$ cat config.mk
export PLATFORM = sky130hd
export DESIGN_NAME = url_form_percent_codec_flat
export DESIGN_NICKNAME = d
export VERILOG_FILES = /design/src/design/ufpc_pkg.sv /design/src/design/ufpc_if.sv /design/src/design/ufpc_front.sv /design/src/design/ufpc_queue.sv /design/src/design/ufpc_back.sv /design/src/design/url_form_percent_codec.sv /design/src/flat_wrapper.sv
export SDC_FILE = /design/constraint.sdc
export NUM_CORES = 1
export LEC_CHECK = 0
export CORE_MARGIN = 3
export CORE_UTILIZATION = 63
export DETAILED_ROUTE_END_ITERATION = 7
export DONT_BUFFER_PORTS = 1
export PLACE_DENSITY = 0.79
export SYNTH_ARGS = -nofsm -noshare
export SYNTH_HDL_FRONTEND = slang
export SYNTH_SLANG_ARGS = --single-unit
$ cat constraint.sdc
create_clock -name clk -period 3.72 [get_ports clk]
set_input_delay 0.744 -clock clk [delete_from_list [all_inputs] [get_ports clk]]
set_output_delay 0.744 -clock clk [all_outputs]
set_load 0.01 [all_outputs]
$ cat src/design/ufpc_pkg.sv
// Shared types, character constants and hex helpers for the percent codec.
`timescale 1ns / 1ps

package ufpc_pkg;

	localparam logic [7:0] CHAR_PCT    = 8'h25;
	localparam logic [7:0] CHAR_PLUS   = 8'h2B;
	localparam logic [7:0] CHAR_SPACE  = 8'h20;
	localparam logic [7:0] CHAR_TILDE  = 8'h7E;
	localparam logic [7:0] CHAR_DASH   = 8'h2D;
	localparam logic [7:0] CHAR_UNDER  = 8'h5F;
	localparam logic [7:0] CHAR_DOT    = 8'h2E;
	localparam logic [7:0] CHAR_0      = 8'h30;
	localparam logic [7:0] CHAR_9      = 8'h39;
	localparam logic [7:0] CHAR_UA     = 8'h41;
	localparam logic [7:0] CHAR_UF     = 8'h46;
	localparam logic [7:0] CHAR_UZ     = 8'h5A;
	localparam logic [7:0] CHAR_LA     = 8'h61;
	localparam logic [7:0] CHAR_LF     = 8'h66;
	localparam logic [7:0] CHAR_LZ     = 8'h7A;
	localparam logic [7:0] HEX_ALPHA_OFS = 8'd55;
	localparam logic [7:0] HEX_DIGIT_OFS = 8'd48;
	localparam logic [4:0] HEX_NONE      = 5'd16;

	// One unit of work handed from the classifier to the emitter.
	// esc = 1: three results '%', hi digit, lo digit of data.
	// esc = 0: one result built from the remaining fields.
	typedef struct packed {
		logic       esc;
		logic [7:0] data;
		logic       has_byte;
		logic       string_end;
		logic       bad;
	} job_t;

	localparam int JOB_W = $bits(job_t);

	function automatic logic [7:0] hex_digit(input logic [3:0] nib);
		logic [7:0] v;
		v = {4'd0, nib};
		return (nib > 4'd9) ? v + HEX_ALPHA_OFS : v + HEX_DIGIT_OFS;
	endfunction

	// Returns HEX_NONE when c is not a hex digit.
	function automatic logic [4:0] hex_value(input logic [7:0] c);
		logic [7:0] d;
		d = 8'd0;
		if (c >= CHAR_0 && c <= CHAR_9) begin
			d = c - CHAR_0;
			return d[4:0];
		end
		if (c >= CHAR_UA && c <= CHAR_UF) begin
			d = c - CHAR_UA + 8'd10;
			return d[4:0];
		end
		if (c >= CHAR_LA && c <= CHAR_LF) begin
			d = c - CHAR_LA + 8'd10;
			return d[4:0];
		end
		return HEX_NONE;
	endfunction

	function automatic logic unreserved(input logic [7:0] c);
		return (c >= CHAR_0 && c <= CHAR_9) || (c >= CHAR_UA && c <= CHAR_UZ) ||
			(c >= CHAR_LA && c <= CHAR_LZ) || c == CHAR_DASH || c == CHAR_UNDER ||
			c == CHAR_DOT || c == CHAR_TILDE;
	endfunction

endpackage

$ cat src/design/ufpc_if.sv
// Channel interfaces: input bytes, results, and the mode register write port.
`timescale 1ns / 1ps

interface ufpc_in_if;
	logic       valid;
	logic       ready;
	logic [7:0] in_byte;
	logic       in_last;
	modport source (output valid, output in_byte, output in_last, input ready);
	modport sink   (input valid, input in_byte, input in_last, output ready);
endinterface

interface ufpc_out_if;
	logic       valid;
	logic       ready;
	logic [7:0] out_byte;
	logic       has_byte;
	logic       run_last;
	logic       string_end;
	logic       bad_escape;
	modport source (output valid, output out_byte, output has_byte, output run_last,
		output string_end, output bad_escape, input ready);
	modport sink   (input valid, input out_byte, input has_byte, input run_last,
		input string_end, input bad_escape, output ready);
endinterface

interface ufpc_cfg_if;
	logic valid;
	logic ready;
	logic decode_mode;
	modport source (output valid, output decode_mode, input ready);
	modport sink   (input valid, input decode_mode, output ready);
endinterface

$ cat src/design/ufpc_front.sv
// Classifier: holds mode and escape state, turns input bytes into jobs.
`timescale 1ns / 1ps

module ufpc_front
	import ufpc_pkg::*;
(
	input  logic       clk,
	input  logic       arst_n,
	input  logic       in_fire,
	input  logic [7:0] in_byte,
	input  logic       in_last,
	input  logic       cfg_fire,
	input  logic       cfg_mode,
	output logic       push,
	output job_t       job
);

	typedef enum logic [2:0] {
		ESC_IDLE = 3'b001,
		ESC_HI   = 3'b010,
		ESC_LO   = 3'b100
	} esc_state_t;

	logic       mode_q;
	esc_state_t esc_q, esc_d;
	logic [3:0] nib_q, nib_d;
	logic       produce;
	logic [4:0] hv;

	assign hv = hex_value(in_byte);

	always_comb begin
		produce = 1'b1;
		job = '{esc: 1'b0, data: in_byte, has_byte: 1'b1, string_end: in_last, bad: 1'b0};
		esc_d = ESC_IDLE;
		nib_d = nib_q;
		if (!mode_q) begin
			if (unreserved(in_byte)) begin
				job.data = in_byte;
			end else if (in_byte == CHAR_SPACE) begin
				job.data = CHAR_PLUS;
			end else begin
				job.esc = 1'b1;
			end
		end else begin
			case (esc_q)
				ESC_HI: begin
					if (hv[4]) begin
						job = '{esc: 1'b0, data: 8'd0, has_byte: 1'b0,
							string_end: in_last, bad: 1'b1};
					end else begin
						nib_d = hv[3:0];
						esc_d = ESC_LO;
						produce = in_last;
						job = '{esc: 1'b0, data: 8'd0, has_byte: 1'b0,
							string_end: 1'b1, bad: 1'b1};
					end
				end
				ESC_LO: begin
					if (hv[4]) begin
						job = '{esc: 1'b0, data: 8'd0, has_byte: 1'b0,
							string_end: in_last, bad: 1'b1};
					end else begin
						job.data = {nib_q, hv[3:0]};
					end
				end
				default: begin
					if (in_byte == CHAR_PLUS) begin
						job.data = CHAR_SPACE;
					end else if (in_byte == CHAR_PCT) begin
						esc_d = ESC_HI;
						produce = in_last;
						job = '{esc: 1'b0, data: 8'd0, has_byte: 1'b0,
							string_end: 1'b1, bad: 1'b1};
					end
				end
			endcase
		end
		if (in_last) begin
			esc_d = ESC_IDLE;
			nib_d = 4'd0;
		end
	end

	assign push = in_fire & produce;

	always_ff @(posedge clk or negedge arst_n) begin
		if (!arst_n) begin
			mode_q <= 1'b0;
			esc_q  <= ESC_IDLE;
			nib_q  <= 4'd0;
		end else if (cfg_fire) begin
			mode_q <= cfg_mode;
			esc_q  <= ESC_IDLE;
			nib_q  <= 4'd0;
		end else if (in_fire) begin
			esc_q <= esc_d;
			nib_q <= nib_d;
		end
	end

endmodule

$ cat src/design/ufpc_queue.sv
// Small job FIFO between the classifier and the emitter.
`timescale 1ns / 1ps

module ufpc_queue
	import ufpc_pkg::*;
#(
	parameter int DEPTH = 4
) (
	input  logic clk,
	input  logic arst_n,
	input  logic push,
	input  job_t push_data,
	input  logic pop,
	output job_t head,
	output logic empty,
	output logic full
);

	localparam int PTR_W = (DEPTH > 1) ? $clog2(DEPTH) : 1;
	localparam int CNT_W = $clog2(DEPTH + 1);

	job_t             mem_q [DEPTH];
	logic [PTR_W-1:0] wr_q, rd_q;
	logic [CNT_W-1:0] cnt_q;

	function automatic logic [PTR_W-1:0] bump(input logic [PTR_W-1:0] p);
		return (p == PTR_W'(DEPTH - 1)) ? '0 : p + PTR_W'(1);
	endfunction

	assign head  = mem_q[rd_q];
	assign empty = (cnt_q == '0);
	assign full  = (cnt_q == CNT_W'(DEPTH));

	always_ff @(posedge clk) begin
		if (push) begin
			mem_q[wr_q] <= push_data;
		end
	end

	always_ff @(posedge clk or negedge arst_n) begin
		if (!arst_n) begin
			wr_q  <= '0;
			rd_q  <= '0;
			cnt_q <= '0;
		end else begin
			if (push) begin
				wr_q <= bump(wr_q);
			end
			if (pop) begin
				rd_q <= bump(rd_q);
			end
			if (push && !pop) begin
				cnt_q <= cnt_q + CNT_W'(1);
			end else if (pop && !push) begin
				cnt_q <= cnt_q - CNT_W'(1);
			end
		end
	end

endmodule

$ cat src/design/ufpc_back.sv
// Emitter: expands the head job into results and holds them in an output register.
`timescale 1ns / 1ps

module ufpc_back
	import ufpc_pkg::*;
(
	input  logic       clk,
	input  logic       arst_n,
	input  job_t       head,
	input  logic       empty,
	output logic       pop,
	input  logic       out_ready,
	output logic       out_valid,
	output logic [7:0] out_byte,
	output logic       has_byte,
	output logic       run_last,
	output logic       string_end,
	output logic       bad_escape
);

	localparam logic [1:0] STEP_PCT = 2'd0;
	localparam logic [1:0] STEP_HI  = 2'd1;
	localparam logic [1:0] STEP_LO  = 2'd2;

	logic [1:0] step_q;
	logic       load;
	logic       final_res;
	logic [7:0] nxt_byte;

	always_comb begin
		final_res = 1'b1;
		nxt_byte  = head.data;
		if (head.esc) begin
			case (step_q)
				STEP_PCT: begin
					nxt_byte  = CHAR_PCT;
					final_res = 1'b0;
				end
				STEP_HI: begin
					nxt_byte  = hex_digit(head.data[7:4]);
					final_res = 1'b0;
				end
				default: nxt_byte = hex_digit(head.data[3:0]);
			endcase
		end
	end

	assign load = !empty && (!out_valid || out_ready);
	assign pop  = load && final_res;

	always_ff @(posedge clk or negedge arst_n) begin
		if (!arst_n) begin
			out_valid <= 1'b0;
			step_q    <= STEP_PCT;
		end else begin
			if (load) begin
				out_valid <= 1'b1;
				step_q    <= final_res ? STEP_PCT :
					(step_q == STEP_PCT ? STEP_HI : STEP_LO);
			end else if (out_ready) begin
				out_valid <= 1'b0;
			end
		end
	end

	always_ff @(posedge clk) begin
		if (load) begin
			out_byte   <= nxt_byte;
			has_byte   <= head.has_byte;
			run_last   <= final_res;
			string_end <= final_res & head.string_end;
			bad_escape <= head.bad;
		end
	end

endmodule

$ cat src/design/url_form_percent_codec.sv
// A result passes through the job queue and then the output register before it is valid.
// Throughput: one input per cycle for one-result bytes while the output does not stall;
//   an encoded escape makes three results on the single output port, so input can be held off.
// A job queue of QUEUE_DEPTH entries lets input and output stall independently.
// Reset (arst_n low, async): encode mode, no escape pending, queue and output empty.
`timescale 1ns / 1ps

module url_form_percent_codec
	import ufpc_pkg::*;
#(
	parameter int QUEUE_DEPTH = 4
) (
	input  logic     clk,
	input  logic     arst_n,
	ufpc_in_if.sink   in_ch,
	ufpc_out_if.source out_ch,
	ufpc_cfg_if.sink  cfg
);

	// Front/queue handshake
	job_t job, head;
	logic push, pop, q_empty, q_full;
	logic in_fire, cfg_fire;

	// Input is taken whenever the queue has room; a byte that leaves an
	// escape pending pushes nothing but is still consumed.
	assign in_ch.ready = !q_full;
	assign in_fire     = in_ch.valid & in_ch.ready;

	// Mode register is always writable; the user must write only while idle, the block does not enforce it.
	assign cfg.ready = 1'b1;
	assign cfg_fire  = cfg.valid;

	ufpc_front u_front (
		.clk       (clk),
		.arst_n    (arst_n),
		.in_fire   (in_fire),
		.in_byte   (in_ch.in_byte),
		.in_last   (in_ch.in_last),
		.cfg_fire  (cfg_fire),
		.cfg_mode  (cfg.decode_mode),
		.push      (push),
		.job       (job)
	);

	ufpc_queue #(
		.DEPTH (QUEUE_DEPTH)
	) u_queue (
		.clk       (clk),
		.arst_n    (arst_n),
		.push      (push),
		.push_data (job),
		.pop       (pop),
		.head      (head),
		.empty     (q_empty),
		.full      (q_full)
	);

	// Back end walks the head job one result per cycle, while the output is not stalled, into the output register.
	ufpc_back u_back (
		.clk        (clk),
		.arst_n     (arst_n),
		.head       (head),
		.empty      (q_empty),
		.pop        (pop),
		.out_ready  (out_ch.ready),
		.out_valid  (out_ch.valid),
		.out_byte   (out_ch.out_byte),
		.has_byte   (out_ch.has_byte),
		.run_last   (out_ch.run_last),
		.string_end (out_ch.string_end),
		.bad_escape (out_ch.bad_escape)
	);

endmodule

$ cat src/flat_wrapper.sv
// flat-port wrapper written by rule: the top's interface ports become plain ports
module url_form_percent_codec_flat import ufpc_pkg::*;
#(
	parameter int QUEUE_DEPTH = 4
)
  (clk, arst_n, in_ch_valid, in_ch_in_byte, in_ch_in_last, in_ch_ready, out_ch_valid, out_ch_out_byte, out_ch_has_byte, out_ch_run_last, out_ch_string_end, out_ch_bad_escape, out_ch_ready, cfg_valid, cfg_decode_mode, cfg_ready);
  ufpc_in_if in_ch_i ();
  ufpc_out_if out_ch_i ();
  ufpc_cfg_if cfg_i ();
  input  logic clk;
  input  logic arst_n;
  input wire logic [$bits(in_ch_i.valid)-1:0] in_ch_valid;
  input wire logic [$bits(in_ch_i.in_byte)-1:0] in_ch_in_byte;
  input wire logic [$bits(in_ch_i.in_last)-1:0] in_ch_in_last;
  output wire logic [$bits(in_ch_i.ready)-1:0] in_ch_ready;
  output wire logic [$bits(out_ch_i.valid)-1:0] out_ch_valid;
  output wire logic [$bits(out_ch_i.out_byte)-1:0] out_ch_out_byte;
  output wire logic [$bits(out_ch_i.has_byte)-1:0] out_ch_has_byte;
  output wire logic [$bits(out_ch_i.run_last)-1:0] out_ch_run_last;
  output wire logic [$bits(out_ch_i.string_end)-1:0] out_ch_string_end;
  output wire logic [$bits(out_ch_i.bad_escape)-1:0] out_ch_bad_escape;
  input wire logic [$bits(out_ch_i.ready)-1:0] out_ch_ready;
  input wire logic [$bits(cfg_i.valid)-1:0] cfg_valid;
  input wire logic [$bits(cfg_i.decode_mode)-1:0] cfg_decode_mode;
  output wire logic [$bits(cfg_i.ready)-1:0] cfg_ready;
  assign in_ch_i.valid = in_ch_valid;
  assign in_ch_i.in_byte = in_ch_in_byte;
  assign in_ch_i.in_last = in_ch_in_last;
  assign in_ch_ready = in_ch_i.ready;
  assign out_ch_valid = out_ch_i.valid;
  assign out_ch_out_byte = out_ch_i.out_byte;
  assign out_ch_has_byte = out_ch_i.has_byte;
  assign out_ch_run_last = out_ch_i.run_last;
  assign out_ch_string_end = out_ch_i.string_end;
  assign out_ch_bad_escape = out_ch_i.bad_escape;
  assign out_ch_i.ready = out_ch_ready;
  assign cfg_i.valid = cfg_valid;
  assign cfg_i.decode_mode = cfg_decode_mode;
  assign cfg_ready = cfg_i.ready;
  url_form_percent_codec #(.QUEUE_DEPTH(QUEUE_DEPTH)) u_core (.clk(clk), .arst_n(arst_n), .in_ch(in_ch_i), .out_ch(out_ch_i), .cfg(cfg_i));
endmodule
==> reports/metrics.sh, run 1 <==
WORST-SETUP-PATH-TYPE='input pin to register'
ROUTED_WIRE_LENGTH_PER_INSTANCE_UM=19.3
TIMING.CRITICAL_PATH.FROM_TYPE='input pin'
ANTENNA_LEFT=0
HOLD_CLASS='input pin to async pin'
TIGHTEST_SLEW_NS=0.719
CRITICAL_PATH.CELL_CHAIN='inv_1 > ha_1 > nor4b_1 > or4_4 > o32ai_4 > o31ai_4 > ha_1 > inv_1 > fa_1 > xor2_1 > nor2_1 > xor2_1'
RELATIVE_CONTRIBUTION_OF_SEQUENTIAL_CELLS_TO_TOTAL_POWER_PCT=42.5
VIA_COUNT=2653
REQUIRED_NS=4.00
CRIT_PATH_END_KIND='register'
CTS_HOLD_BUF=0
FIN_WORST_HOLD_SLACK_NS=0.0750
FILL_CELLS=390
CTS-BUFFERS-INSERTED=9
WORST_SKEW_PAIR_LATENCY_NS=0.35
SYNTH_NET_COUNT=351
COREAREA_UM2=6130
FINAL_CELL_MIX='60 x edfxtp_1, 21 x nor2_1, 20 x inv_1, 17 x nand2_1, 17 x dfrtp_1'
ROUTED_WIRELENGTH_UM=7930
POST-ROUTE-PERIOD-UTIL_PCT=81.6
POST_CTS_RESIZED=0
CTS.SINK_COUNT=78
YS_SEQ_ELEMENTS=78
RRSETUPSLACK_NS=0.94
GRT_START_MAX_NET_PINS=19
YOSYS_WARNINGS=0
CHIPHEIGHT_UM=86.8
FIN_CELLS=410
DRT_FIRST_ITER_VIOLATIONS=218
ANTENNADIODECOUNT=0
UNREPAIRED_SETUP_ENDPOINTS_AFTER_GLOBAL_ROUTING='no'
RESULT_OF_THE_RUN='finished, final reports clean'
SETUP_VIOL_COUNT_FINAL=0
GR-TOTAL-OVERFLOW=0
MAXCAPVIOLATIONS=0
CTS.REPORTEDPATHS.CLKPINSLEW_NS=0.09
FINAL_COMMON_CELL='edfxtp_1'
MAX_FREQ_MHz=329
VIAS_PER_CELL=6.47
POWER.DENSITY_CELL_AREA_nW_PER_UM2=740
FIN_SKEW_NS=0.0109
SETUP_TOTAL_NEGATIVE_SLACK_NS=0
IOPINCOUNT=30
YS_TYPES=69
DRIVE_ABOVE_1_SHARE_PCT=17.9
DIE-AREA_UM2=7540
FINAL_MAX_SLEW_VIOL_COUNT=0
INITIAL_UTILIZATION_PCT=67.2
SLEW_HEADROOM_PCT=51.4
NUMPLACEDINSTANCES=394
POWER_INTERNAL_mW=2.16
WORST_R2R_PATH_DEPTH=8
TRITONCTS='built'
WORSTREG2REGEND='u_core.u_queue.cnt_q[1]'
CRIT-REG2REG-LAUNCH='u_core.u_front.esc_q[2]'
NUMPORTBUFFERS=0
SYNTH-MAIN-FF-CELL='edfxtp_1'
PLACEMENT_ROWS=28
FIRST_PASS_GRT_WIRE_LENGTH_UM=13200
DELAY_HEAVIEST_FAMILY_CP='adder cells'
STDCELL_AREA_UM2=4450
MULTI_INPUT_AREA_UM2=1740
GRT_ANTENNA_BEFORE_REPAIR=0
POWER.SHARE.CLOCK_PCT=21.6
GLOBALPLACE.CONGESTION=0.907
WORST_PATH_MAX_DELAY_CELL='fa_1'
POSTCTSSETUPBUFFERS=0
VIAS_IN_THE_FIRST_GLOBAL_ROUTE=2619
SYN_AVG_CELL_AREA_UM2=12.8
CRIT_PATH_BUF_INV_COUNT=2
SYN_AREA_UM2=4120
FINAL-SEQ-AREA_UM2=2250
CRIT_PATH_MAX_INCR_DELAY_NS=0.43
DR.PASS1.ITERS=5
NNETSFINAL=360
DRCVIOLATIONCOUNT=0
POSTPLACECELLAREA_UM2=4220
DPL.HPWL_UM=5790
SYN_INST=321
PWR-SHARE-COMB_PCT=35.8
MAXIMUM_NUMBER_OF_BUFFERS_FROM_CLOCK_ROOT_TO_SINK=2
TOTAL_LEAKAGE_POWER_nW=1.65
CLOCK_TREE.ROOT_CELL='clkbuf_8'
WORST_IR_DROP_ON_VDD_V=0.000583
SYNTH-ASYNC-RESET-RATIO_PCT=23.1
FINAL-HOLD-VIOLATION-COUNT=0
DIE_W_UM=86.8
GRT.TOTAL_USAGE_PCT=23.4
LAYOUT_MIN_CYCLE_TIME_NS=3.04
P_SW_SHARE_PCT=34.3
CTS.HTREE.LEVELS=3
ARRIVAL_TIME_AT_THE_WORST_ENDPOINT_NS=3.32
TIMING.CRITICAL_PATH.FANOUT_MAX=8
SYNTH-EDFF-COUNT=60
LAYOUT-AREA-OVERHEAD-VS-SYNTH_PCT=8.08
SEQ_AREA_FRAC_SYNTH_PCT=54.7
POWER.NET_SWITCHING_mW=1.13
worst register-to-register path, delay by kind of cell (launching register included):
| family | cells | cell delay (ns) |
|---|---|---|
| adder cells (fa/ha/maj) | 2 | 0.61 |
| buffers and inverters | 1 | 0.09 |
| multiplexers | 1 | 0.26 |
| flip-flops | 1 | 0.44 |
| AO/OA/AOI/OAI | 2 | 0.44 |
| AND/OR/NAND/NOR | 2 | 0.83 |
sequential cells by signal, summed over array words and instances, names as in the netlist, 2 cells and up:
register	cells
u_core.u_back.out_byte	8
u_core.u_back.step_q	2
u_core.u_front.esc_q	3
u_core.u_front.nib_q	4
u_core.u_queue.cnt_q	3
u_core.u_queue.mem_q	48
u_core.u_queue.rd_q	2
u_core.u_queue.wr_q	2
power by group through the flow:
stage	clock (mW)	sequential [mW]	combinational [mW]
detailed placement	0	1.42	1.18
finish	0.712	1.40	1.18
floorplan	0	1.38	0.930
global route	0.765	1.43	1.31
CTS	0.728	1.40	1.18
global placement	0	1.40	1.14
cells in the mapped netlist, drive strengths merged, types with 3 or more instances:
master / instances / share of area (%)
o21ai: 14 / 1.7
a21oi: 16 / 1.9
edfxtp: 60 / 44
mux4: 12 / 6.6
nor2b: 4 / 0.61
ha: 14 / 4.3
mux2: 7 / 1.9
mux2i: 5 / 1.2
and3: 4 / 0.61
clkbuf: 5 / 0.49
nand2: 17 / 1.5
nor3: 7 / 1.2
o22ai: 4 / 0.61
xnor2: 3 / 0.64
nor2: 21 / 1.9
and2: 10 / 1.5
a22o: 6 / 1.3
o31ai: 3 / 1.2
inv: 20 / 1.8
a21o: 4 / 0.73
buf: 5 / 0.73
dfrtp: 17 / 10
o21a: 4 / 0.73
nand3: 7 / 0.85
a32oi: 3 / 0.64
stage by stage:
step | power, mW | util [%] | worst slack, ns
final | 3.29 | 72.6 | 0.685
after global routing | 3.51 | 72.6 | 0.500
after CTS | 3.31 | 72.6 | 0.704
after detailed placement | 2.60 | 68.9 | 0.305
after global placement | 2.54 | 68.9 | 0.436
after floorplan | 2.31 | - | 0.547
layout make-up:
cell class,instances,share of cell area (%)
multi-input combinational,213,39.1
inverter,20,1.69
sequential,78,50.6
tap,75,2.11
clock inverter,7,2.36
clock buffer,9,2.78
timing repair buffer,8,1.35
per-layer routing:
| metal | wire length [um] | share of wire [%] | up-vias | GRT usage (%) |
|---|---|---|---|---|
| met3 | 398 | 5.0 | 15 | 5.99 |
| li1 | - | - | 1253 | - |
| met4 | 164 | 2.1 | 0 | 8.92 |
| met1 | 3400 | 43 | 1290 | 30.4 |
| met5 | 0 | 0 | - | 0 |
| met2 | 3970 | 50 | 95 | 38.0 |
kinds of logic (layout without fill, tap and decap cells):
family          after synthesis  after routing  share of synthesized area [%]
compound gates               77             77                           14.1
xor+xnor                      5              5                           1.06
fa+ha+maj                    15             15                           4.74
buf+inv                      30             44                           3.04
flops                        78             78                           54.7
mux                          24             24                           9.69
other cells                   1              1                         0.0911
simple gates                 91             91                           12.5
worst max-delay path by stage:
| stage | startpoint | cells after the start | slack, ns | end |
|---|---|---|---|---|
| final | in_ch_in_byte[0] | 12 | 0.68 | u_core.u_queue.cnt_q[2] |
| after global routing | in_ch_in_byte[0] | 12 | 0.50 | u_core.u_queue.cnt_q[2] |
| after CTS | in_ch_in_byte[0] | 12 | 0.70 | u_core.u_queue.cnt_q[2] |
| after detailed placement | in_ch_in_byte[0] | 12 | 0.30 | u_core.u_queue.cnt_q[2] |
| after global placement | in_ch_in_byte[0] | 12 | 0.44 | u_core.u_queue.cnt_q[2] |
| after floorplan | in_ch_in_byte[0] | 10 | 0.55 | u_core.u_queue.cnt_q[1] |
Note: power is estimated with default switching activity, not from simulation.
==> run 2, diff against run 1 <==
==> constraint.sdc (replaced) <==
create_clock -name clk -period 3.1 [get_ports clk]
set_input_delay 0.62 -clock clk [delete_from_list [all_inputs] [get_ports clk]]
set_output_delay 0.62 -clock clk [all_outputs]
set_load 0.01 [all_outputs]
==> run 2 against run 1 <==
Against the previous run: core utilization stayed put; die area stayed put; combinational power is 20% higher; cell area stayed put; global-route usage is 0.29 points higher; final cell count is 0.73% higher; register-to-register slack worse by 0.56 ns; sequential share of layout area stayed put; highest routed layer unchanged.
==> reports/metrics.sh, run 2 (synthesis gave the netlist of run 1 again) <==
CTS.HTREE.LEVELS=3
IOPINCOUNT=30
DRIVE_ABOVE_1_SHARE_PCT=18.3
WORST_R2R_PATH_DEPTH=8
CTS.REPORTEDPATHS.CLKPINSLEW_NS=0.08
WORSTREG2REGEND='u_core.u_queue.cnt_q[1]'
VIAS_IN_THE_FIRST_GLOBAL_ROUTE=2633
NUMPORTBUFFERS=0
WORST_IR_DROP_ON_VDD_V=0.000560
DIE-AREA_UM2=7540
ROUTED_WIRELENGTH_UM=8040
ARRIVAL_TIME_AT_THE_WORST_ENDPOINT_NS=2.98
FINAL-SEQ-AREA_UM2=2250
LAYOUT_MIN_CYCLE_TIME_NS=2.74
VIAS_PER_CELL=6.37
FIN_SKEW_NS=0.00912
FIN_WORST_HOLD_SLACK_NS=0.103
REG_TOP3='u_core.u_queue.mem_q (48), u_core.u_back.out_byte (8), u_core.u_front.nib_q (4)'
ROUTED_WIRE_LENGTH_PER_INSTANCE_UM=19.5
FINAL_MAX_SLEW_VIOL_COUNT=0
WORST-SETUP-PATH-TYPE='input pin to register'
CRIT_PATH_MAX_INCR_DELAY_NS=0.51
WORST_PATH_MAX_DELAY_CELL='or4_4'
GRT.TOTAL_USAGE_PCT=23.7
PLACEMENT_ROWS=28
TIMING.CRITICAL_PATH.FROM_TYPE='input pin'
CRIT-REG2REG-LAUNCH='u_core.u_front.esc_q[2]'
TIGHTEST_SLEW_NS=0.864
TOTAL_LEAKAGE_POWER_nW=1.65
TIMING.CRITICAL_PATH.FANOUT_MAX=8
FINAL_COMMON_CELL='edfxtp_1'
HOLD_CLASS='input pin to async pin'
POWER_mW=3.88
GR-TOTAL-OVERFLOW=0
REQUIRED_NS=3.34
CLOCK_TREE.ROOT_CELL='clkbuf_8'
COREAREA_UM2=6130
WORST_SKEW_PAIR_LATENCY_NS=0.35
CHIPHEIGHT_UM=86.8
SLEW_HEADROOM_PCT=42.2
DRT_FIRST_ITER_VIOLATIONS=130
POST-ROUTE-PERIOD-UTIL_PCT=88.5
GRT_ANTENNA_BEFORE_REPAIR=0
POWER.DENSITY_CELL_AREA_nW_PER_UM2=871
POSTCTSSETUPBUFFERS=0
INITIAL_UTILIZATION_PCT=67.2
TRITONCTS='built'
MOST_FLOPS_REGISTER='u_core.u_queue.mem_q'
MAXIMUM_NUMBER_OF_BUFFERS_FROM_CLOCK_ROOT_TO_SINK=2
LAYOUT-AREA-OVERHEAD-VS-SYNTH_PCT=8.08
POSTPLACECELLAREA_UM2=4240
DIE_W_UM=86.8
NNETSFINAL=363
CTS.SINK_COUNT=78
FILL_CELLS=406
LARGEST_REG_FLOPS=48
MAX_FREQ_MHz=365
FINAL_CRITICAL_PATH_SETUP_SLACK_NS=0.357
GRT_START_MAX_NET_PINS=19
CRIT_PATH_END_KIND='register'
MAXCAPVIOLATIONS=0
SETUP_TOTAL_NEGATIVE_SLACK_NS=0
DR.PASS1.ITERS=4
CRITICAL_PATH.CELL_CHAIN='inv_1 > ha_1 > nor4b_1 > or4_4 > o32ai_4 > o31ai_4 > ha_1 > inv_1 > fa_1 > mux2_2'
FIRST_PASS_GRT_WIRE_LENGTH_UM=13300
CTS-BUFFERS-INSERTED=9
SETUP_VIOL_COUNT_FINAL=0
CRIT_PATH_BUF_INV_COUNT=2
ANTENNA_LEFT=0
FINAL_CELL_MIX='60 x edfxtp_1, 21 x nor2_1, 20 x inv_1, 17 x nand2_1, 17 x dfrtp_1'
UNREPAIRED_SETUP_ENDPOINTS_AFTER_GLOBAL_ROUTING='no'
VIA_COUNT=2632
POST-PLACE-WS_NS=-0.0175
ANTENNADIODECOUNT=0
FINAL-HOLD-VIOLATION-COUNT=0
DRCVIOLATIONCOUNT=0
RESULT_OF_THE_RUN='finished, final reports clean'
RRSETUPSLACK_NS=0.38
STDCELL_AREA_UM2=4450
DPL.HPWL_UM=5810
MULTI_INPUT_AREA_UM2=1740
DELAY_HEAVIEST_FAMILY_CP='adder cells'
GLOBALPLACE.CONGESTION=0.912
==> run 2: cell count changes in the layout (fill, tap and decap cells not counted), sizes merged <==
| cell | delta |
|---|---|
| buf | +2 |
| bufinv | -1 |
| clkinv | +1 |
| dlygate4sd3 | +1 |
==> run 2: cell type report <==
type | instances | area share, %
Tap cell | 75 | 2.11
Sequential cell | 78 | 50.6
Multi-Input combinational cell | 213 | 39.1
Inverter | 20 | 1.69
Clock inverter | 7 | 1.80
Timing Repair Buffer | 11 | 1.91
Clock buffer | 9 | 2.78
==> run 2: how the worst max path moves through the flow <==
stage / start / endpoint / slack [ns] / cells after the start
5_1_grt: in_ch_in_byte[0] / u_core.u_queue.cnt_q[2] / 0.23 / 12
3_5_place_dp: in_ch_in_byte[0] / u_core.u_queue.cnt_q[1] / -0.02 / 10
4_1_cts: in_ch_in_byte[0] / u_core.u_queue.cnt_q[1] / 0.36 / 10
3_3_place_gp: in_ch_in_byte[0] / u_core.u_queue.cnt_q[1] / 0.05 / 10
6_report: in_ch_in_byte[0] / u_core.u_queue.cnt_q[1] / 0.36 / 10
2_1_floorplan: in_ch_in_byte[0] / u_core.u_queue.cnt_q[1] / 0.05 / 10
==> run 2: per-layer routing <==
layer	vias to the layer above	global-route usage [%]	share of wire, %	wire (um)
met5	-	0	0	0
met4	0	7.22	1.9	153
met1	1285	30.6	44	3560
met3	14	6.46	4.3	347
li1	1258	-	-	-
met2	75	39.3	50	3980
==> run 2: where the power goes <==
| part | internal [mW] | total (mW) | leakage (nW) | switching [mW] |
|---|---|---|---|---|
| logic | 0.623 | 1.42 | 0.770 | 0.800 |
| clock network | 0.383 | 0.771 | 0.102 | 0.388 |
| registers | 1.51 | 1.68 | 0.783 | 0.174 |
| total | 2.51 | 3.88 | 1.65 | 1.36 |
==> run 2: stage by stage <==
| step | instances | util (%) |
|---|---|---|
| floorplan | 321 | - |
| global placement | 396 | 69.1 |
| detailed placement | 396 | 69.1 |
| CTS | 413 | 72.6 |
| global route | 413 | 72.6 |
| finish | 413 | 72.6 |
==> run 2: repair_timing <==
action	4_1_cts	5_1_grt
resized for setup	0	0
endpoints found under the setup margin	0	0
hold buffers	1	0
hold endpoints to repair	17	0
==> run 3, diff against run 2 <==
--- a/config.mk
+++ b/config.mk
@@ -5,6 +5,7 @@
 export SDC_FILE = /design/constraint.sdc
 export NUM_CORES = 1
 export LEC_CHECK = 0
+export ABC_AREA = 1
 export CORE_MARGIN = 3
 export CORE_UTILIZATION = 63
 export DETAILED_ROUTE_END_ITERATION = 7
==> run 3 against run 2 <==
Against the previous run: sequential share of layout area rose by 0.24 points; clock skew rose by 0.0017 ns; hold slack improved by 0.0094 ns; fmax fell by 0.35%; register-to-register slack got worse by 0.03 ns; area after synthesis fell by 0.58%; non-clock buffer count rose by 4; cell area fell by 0.48%; sequential power fell by 2%; critical endpoint is now u_core.u_back.out_byte[1]; largest power group unchanged; highest routed layer unchanged.
==> reports/metrics.sh, run 3 <==
TIGHTEST_SLEW_NS=0.910
CTS-BUFFERS-INSERTED=9
SYN_INST=433
POSTLAYOUTCOREUTIL_PCT=72.7
DIE-AREA_UM2=7500
VIA_COUNT=3081
CTS.HTREE.LEVELS=3
FINAL_MAX_SLEW_VIOL_COUNT=0
GRTUSAGEMET3_PCT=6.46
SYNTH_AREA_LEADERS='edfxtp_1 44%, dfrtp_1 10%, nand2_1 8.4%'
TIMING.CRITICAL_PATH.FROM_TYPE='register'
CHIPHEIGHT_UM=86.6
POSTPLACECELLAREA_UM2=4230
ARRIVAL_TIME_AT_THE_WORST_ENDPOINT_NS=2.84
ROUTED_WIRE_LENGTH_PER_INSTANCE_UM=16.4
SETUP_TOTAL_NEGATIVE_SLACK_NS=0
SEQ_AREA_FRAC_SYNTH_PCT=55.0
ROUTED_WIRELENGTH_UM=8640
GLOBALPLACE.CONGESTION=0.945
POST-SYNTH-TOP-COUNT-CELL='nand2_1'
RRSETUPSLACK_NS=0.35
SETUP_VIOL_COUNT_FINAL=0
FINAL-HOLD-VIOLATION-COUNT=0
FINAL_CELL_MIX='92 x nand2_1, 60 x edfxtp_1, 46 x nor2_1, 44 x inv_1, 34 x nand3_1'
WORST_SKEW_PAIR_LATENCY_NS=0.34
SYN_AVG_CELL_AREA_UM2=9.45
MAXIMUM_NUMBER_OF_BUFFERS_FROM_CLOCK_ROOT_TO_SINK=2
MAXCAPVIOLATIONS=0
POWER_INTERNAL_mW=2.35
FIRST_PASS_GRT_WIRE_LENGTH_UM=14200
SYNTH-ASYNC-RESET-RATIO_PCT=23.1
GRT_START_MAX_NET_PINS=18
GR-TOTAL-OVERFLOW=0
SYNTH-MAIN-FF-CELL='edfxtp_1'
COREAREA_UM2=6100
DIE_W_UM=86.6
STDCELL_AREA_UM2=4430
TOP_USAGE_LAYER='met2'
FIN_SKEW_NS=0.0108
RESULT_OF_THE_RUN='finished, final reports clean'
LAYOUT_MIN_CYCLE_TIME_NS=2.75
CTS.REPORTEDPATHS.CLKPINSLEW_NS=0.08
PLACEMENT_ROWS=28
CRIT-REG2REG-LAUNCH='u_core.u_queue.rd_q[0]'
CRIT_PATH_MAX_INCR_DELAY_NS=0.41
DRCVIOLATIONCOUNT=0
SYNTH-EDFF-COUNT=60
DPL.HPWL_UM=6170
CTS.SINK_COUNT=78
NNETSFINAL=478
YOSYS.AREA.TOP_TYPE='edfxtp_1'
TIMING.CRITICAL_PATH.FANOUT_MAX=15
GRT.TOTAL_USAGE_PCT=24.6
UNREPAIRED_SETUP_ENDPOINTS_AFTER_GLOBAL_ROUTING='no'
VIAS_IN_THE_FIRST_GLOBAL_ROUTE=2929
POWER.NET_SWITCHING_mW=1.52
GLOBALROUTEMET1UTIL_PCT=31.9
HOLD_CLASS='input pin to async pin'
GRT_ANTENNA_BEFORE_REPAIR=0
DELAY_HEAVIEST_FAMILY_CP='compound AO/OA/AOI/OAI gates'
PWR-SHARE-COMB_PCT=38.9
DRIVE_ABOVE_1_SHARE_PCT=11.3
INITIAL_UTILIZATION_PCT=67.2
P_SW_SHARE_PCT=39.3
YS_SEQ_ELEMENTS=78
CRIT_PATH_END_KIND='register'
TOTAL_LEAKAGE_POWER_nW=1.82
POST_CTS_RESIZED=0
YS_TYPES=45
FINAL_COMMON_CELL='nand2_1'
DRT_FIRST_ITER_VIOLATIONS=293
WORSTREG2REGEND='u_core.u_back.out_byte[1]'
POWER.DENSITY_CELL_AREA_nW_PER_UM2=873
TRITONCTS='built'
POST-ROUTE-PERIOD-UTIL_PCT=88.8
CLOCK_TREE.ROOT_CELL='clkbuf_8'
ANTENNADIODECOUNT=0
YOSYS_WARNINGS=0
REQUIRED_NS=3.18
VIAS_PER_CELL=5.84
SYN_AREA_UM2=4090
LAYOUT-AREA-OVERHEAD-VS-SYNTH_PCT=8.19
MAX_FREQ_MHz=363
POWER.SHARE.CLOCK_PCT=18.7
WORST-SETUP-PATH-TYPE='register to register'
DR.PASS1.ITERS=5
FILL_CELLS=447
WORST_PATH_MAX_DELAY_CELL='dfrtp_1'
WORST_R2R_PATH_DEPTH=11
CRIT_PATH_BUF_INV_COUNT=3
FIN_WORST_HOLD_SLACK_NS=0.113
IOPINCOUNT=30
NUMPORTBUFFERS=0
SYNTH_NET_COUNT=463
WORST_IR_DROP_ON_VDD_V=0.000684
MOST_FLOPS_REGISTER='u_core.u_queue.mem_q'
RELATIVE_CONTRIBUTION_OF_SEQUENTIAL_CELLS_TO_TOTAL_POWER_PCT=42.4
SLEW_HEADROOM_PCT=39.1
SYNTH_TOP_CELL_AREA_SHARE_PCT=44.0
ANTENNA_LEFT=0
GRT.MET2_USAGE_PCT=41.4
CRITICAL_PATH.CELL_CHAIN='inv_2 > buf_4 > nand2_1 > nand3_1 > and2_1 > inv_1 > ha_1 > o21ai_0 > nand2_1 > o21ai_0 > o211ai_1'
REG_TOP3='u_core.u_queue.mem_q (48), u_core.u_back.out_byte (8), u_core.u_front.nib_q (4)'
LARGEST_REG_FLOPS=48
TOP_CELL_TYPES_BY_OCCURRENCE_AFTER_SYNTHESIS='92 x nand2_1, 60 x edfxtp_1, 46 x nor2_1, 44 x inv_1, 34 x nand3_1'
## run 3: changes by cell type in the layout (fill, tap and decap cells not counted), sizes merged, moves of 5 or more
| cell | previous run | this run |
|---|---|---|
| nand3 | 7 | 36 |
| and2 | 10 | 1 |
| a31oi | 1 | 6 |
| nand2 | 17 | 98 |
| mux2 | 7 | 0 |
| mux2i | 5 | 0 |
| o21ai | 14 | 37 |
| nor2 | 21 | 48 |
| mux4 | 12 | 0 |
| a22o | 6 | 0 |
| inv | 23 | 48 |
## run 3: stage by stage
stage          cells  total power [mW]  setup slack [ns]
5_1_grt          528              4.15             0.202
3_3_place_gp     511              3.06             0.154
6_report         528              3.87             0.347
3_5_place_dp     511              3.12             0.102
2_1_floorplan    433              2.70             0.285
4_1_cts          528              3.87             0.446
## run 3: layout make-up
type,instances,area [um2],area share (%)
clock buffers,10,128,2.88
inverters,49,184,4.15
clock inverters,6,62.6,1.41
well taps,75,93.8,2.12
repair buffers,15,115,2.60
multi-input cells,295,1590,36.0
flip-flops and latches,78,2250,50.9
## run 3: worst max path at each step
stage | end | from | cells after the start
floorplan | u_core.u_queue.cnt_q[2] | in_ch_in_byte[1] | 18
global placement | u_core.u_queue.cnt_q[2] | in_ch_in_byte[1] | 18
detailed placement | u_core.u_queue.cnt_q[2] | in_ch_in_byte[1] | 18
CTS | u_core.u_back.out_byte[1] | u_core.u_queue.rd_q[0] | 11
global route | u_core.u_queue.cnt_q[2] | in_ch_in_byte[0] | 18
finish | u_core.u_back.out_byte[1] | u_core.u_queue.rd_q[0] | 11
## run 3: cell families (layout without fill, tap and decap cells)
kind of cell	after synthesis	count (layout)	synth area share [%]
flops	78	78	55.0
xor+xnor	6	6	1.28
other cells	1	1	0.0916
buf+inv	60	80	6.20
simple gates	200	200	21.9
fa+ha+maj	15	15	4.77
compound gates	73	73	10.7
## run 3: worst reg2reg max path, cell delays in order, from the launching register on
cell	delay, ns
dfrtp_1	0.41
inv_2	0.22
buf_4	0.22
nand2_1	0.06
nand3_1	0.06
and2_1	0.21
inv_1	0.12
ha_1	0.22
o21ai_0	0.32
nand2_1	0.16
o21ai_0	0.36
o211ai_1	0.15
## run 3: what timing repair did
item,in CTS,in global routing
hold buffers,1,0
hold endpoints to repair,17,0
endpoints found under the setup margin,0,0
buffers inserted,0,0
## run 3: power by group through the flow
stage	logic [mW]	registers (mW)	clock network, mW
6_report	1.51	1.64	0.723
5_1_grt	1.69	1.67	0.790
4_1_cts	1.49	1.64	0.732
3_5_place_dp	1.46	1.66	0
3_3_place_gp	1.40	1.65	0
2_1_floorplan	1.07	1.63	0
## run 3: metal layers
metal / up-vias / share of wire [%]
met4: 0 / 1.6
li1: 1509 / -
met3: 14 / 6.5
met2: 121 / 50
met1: 1437 / 42
met5: - / 0
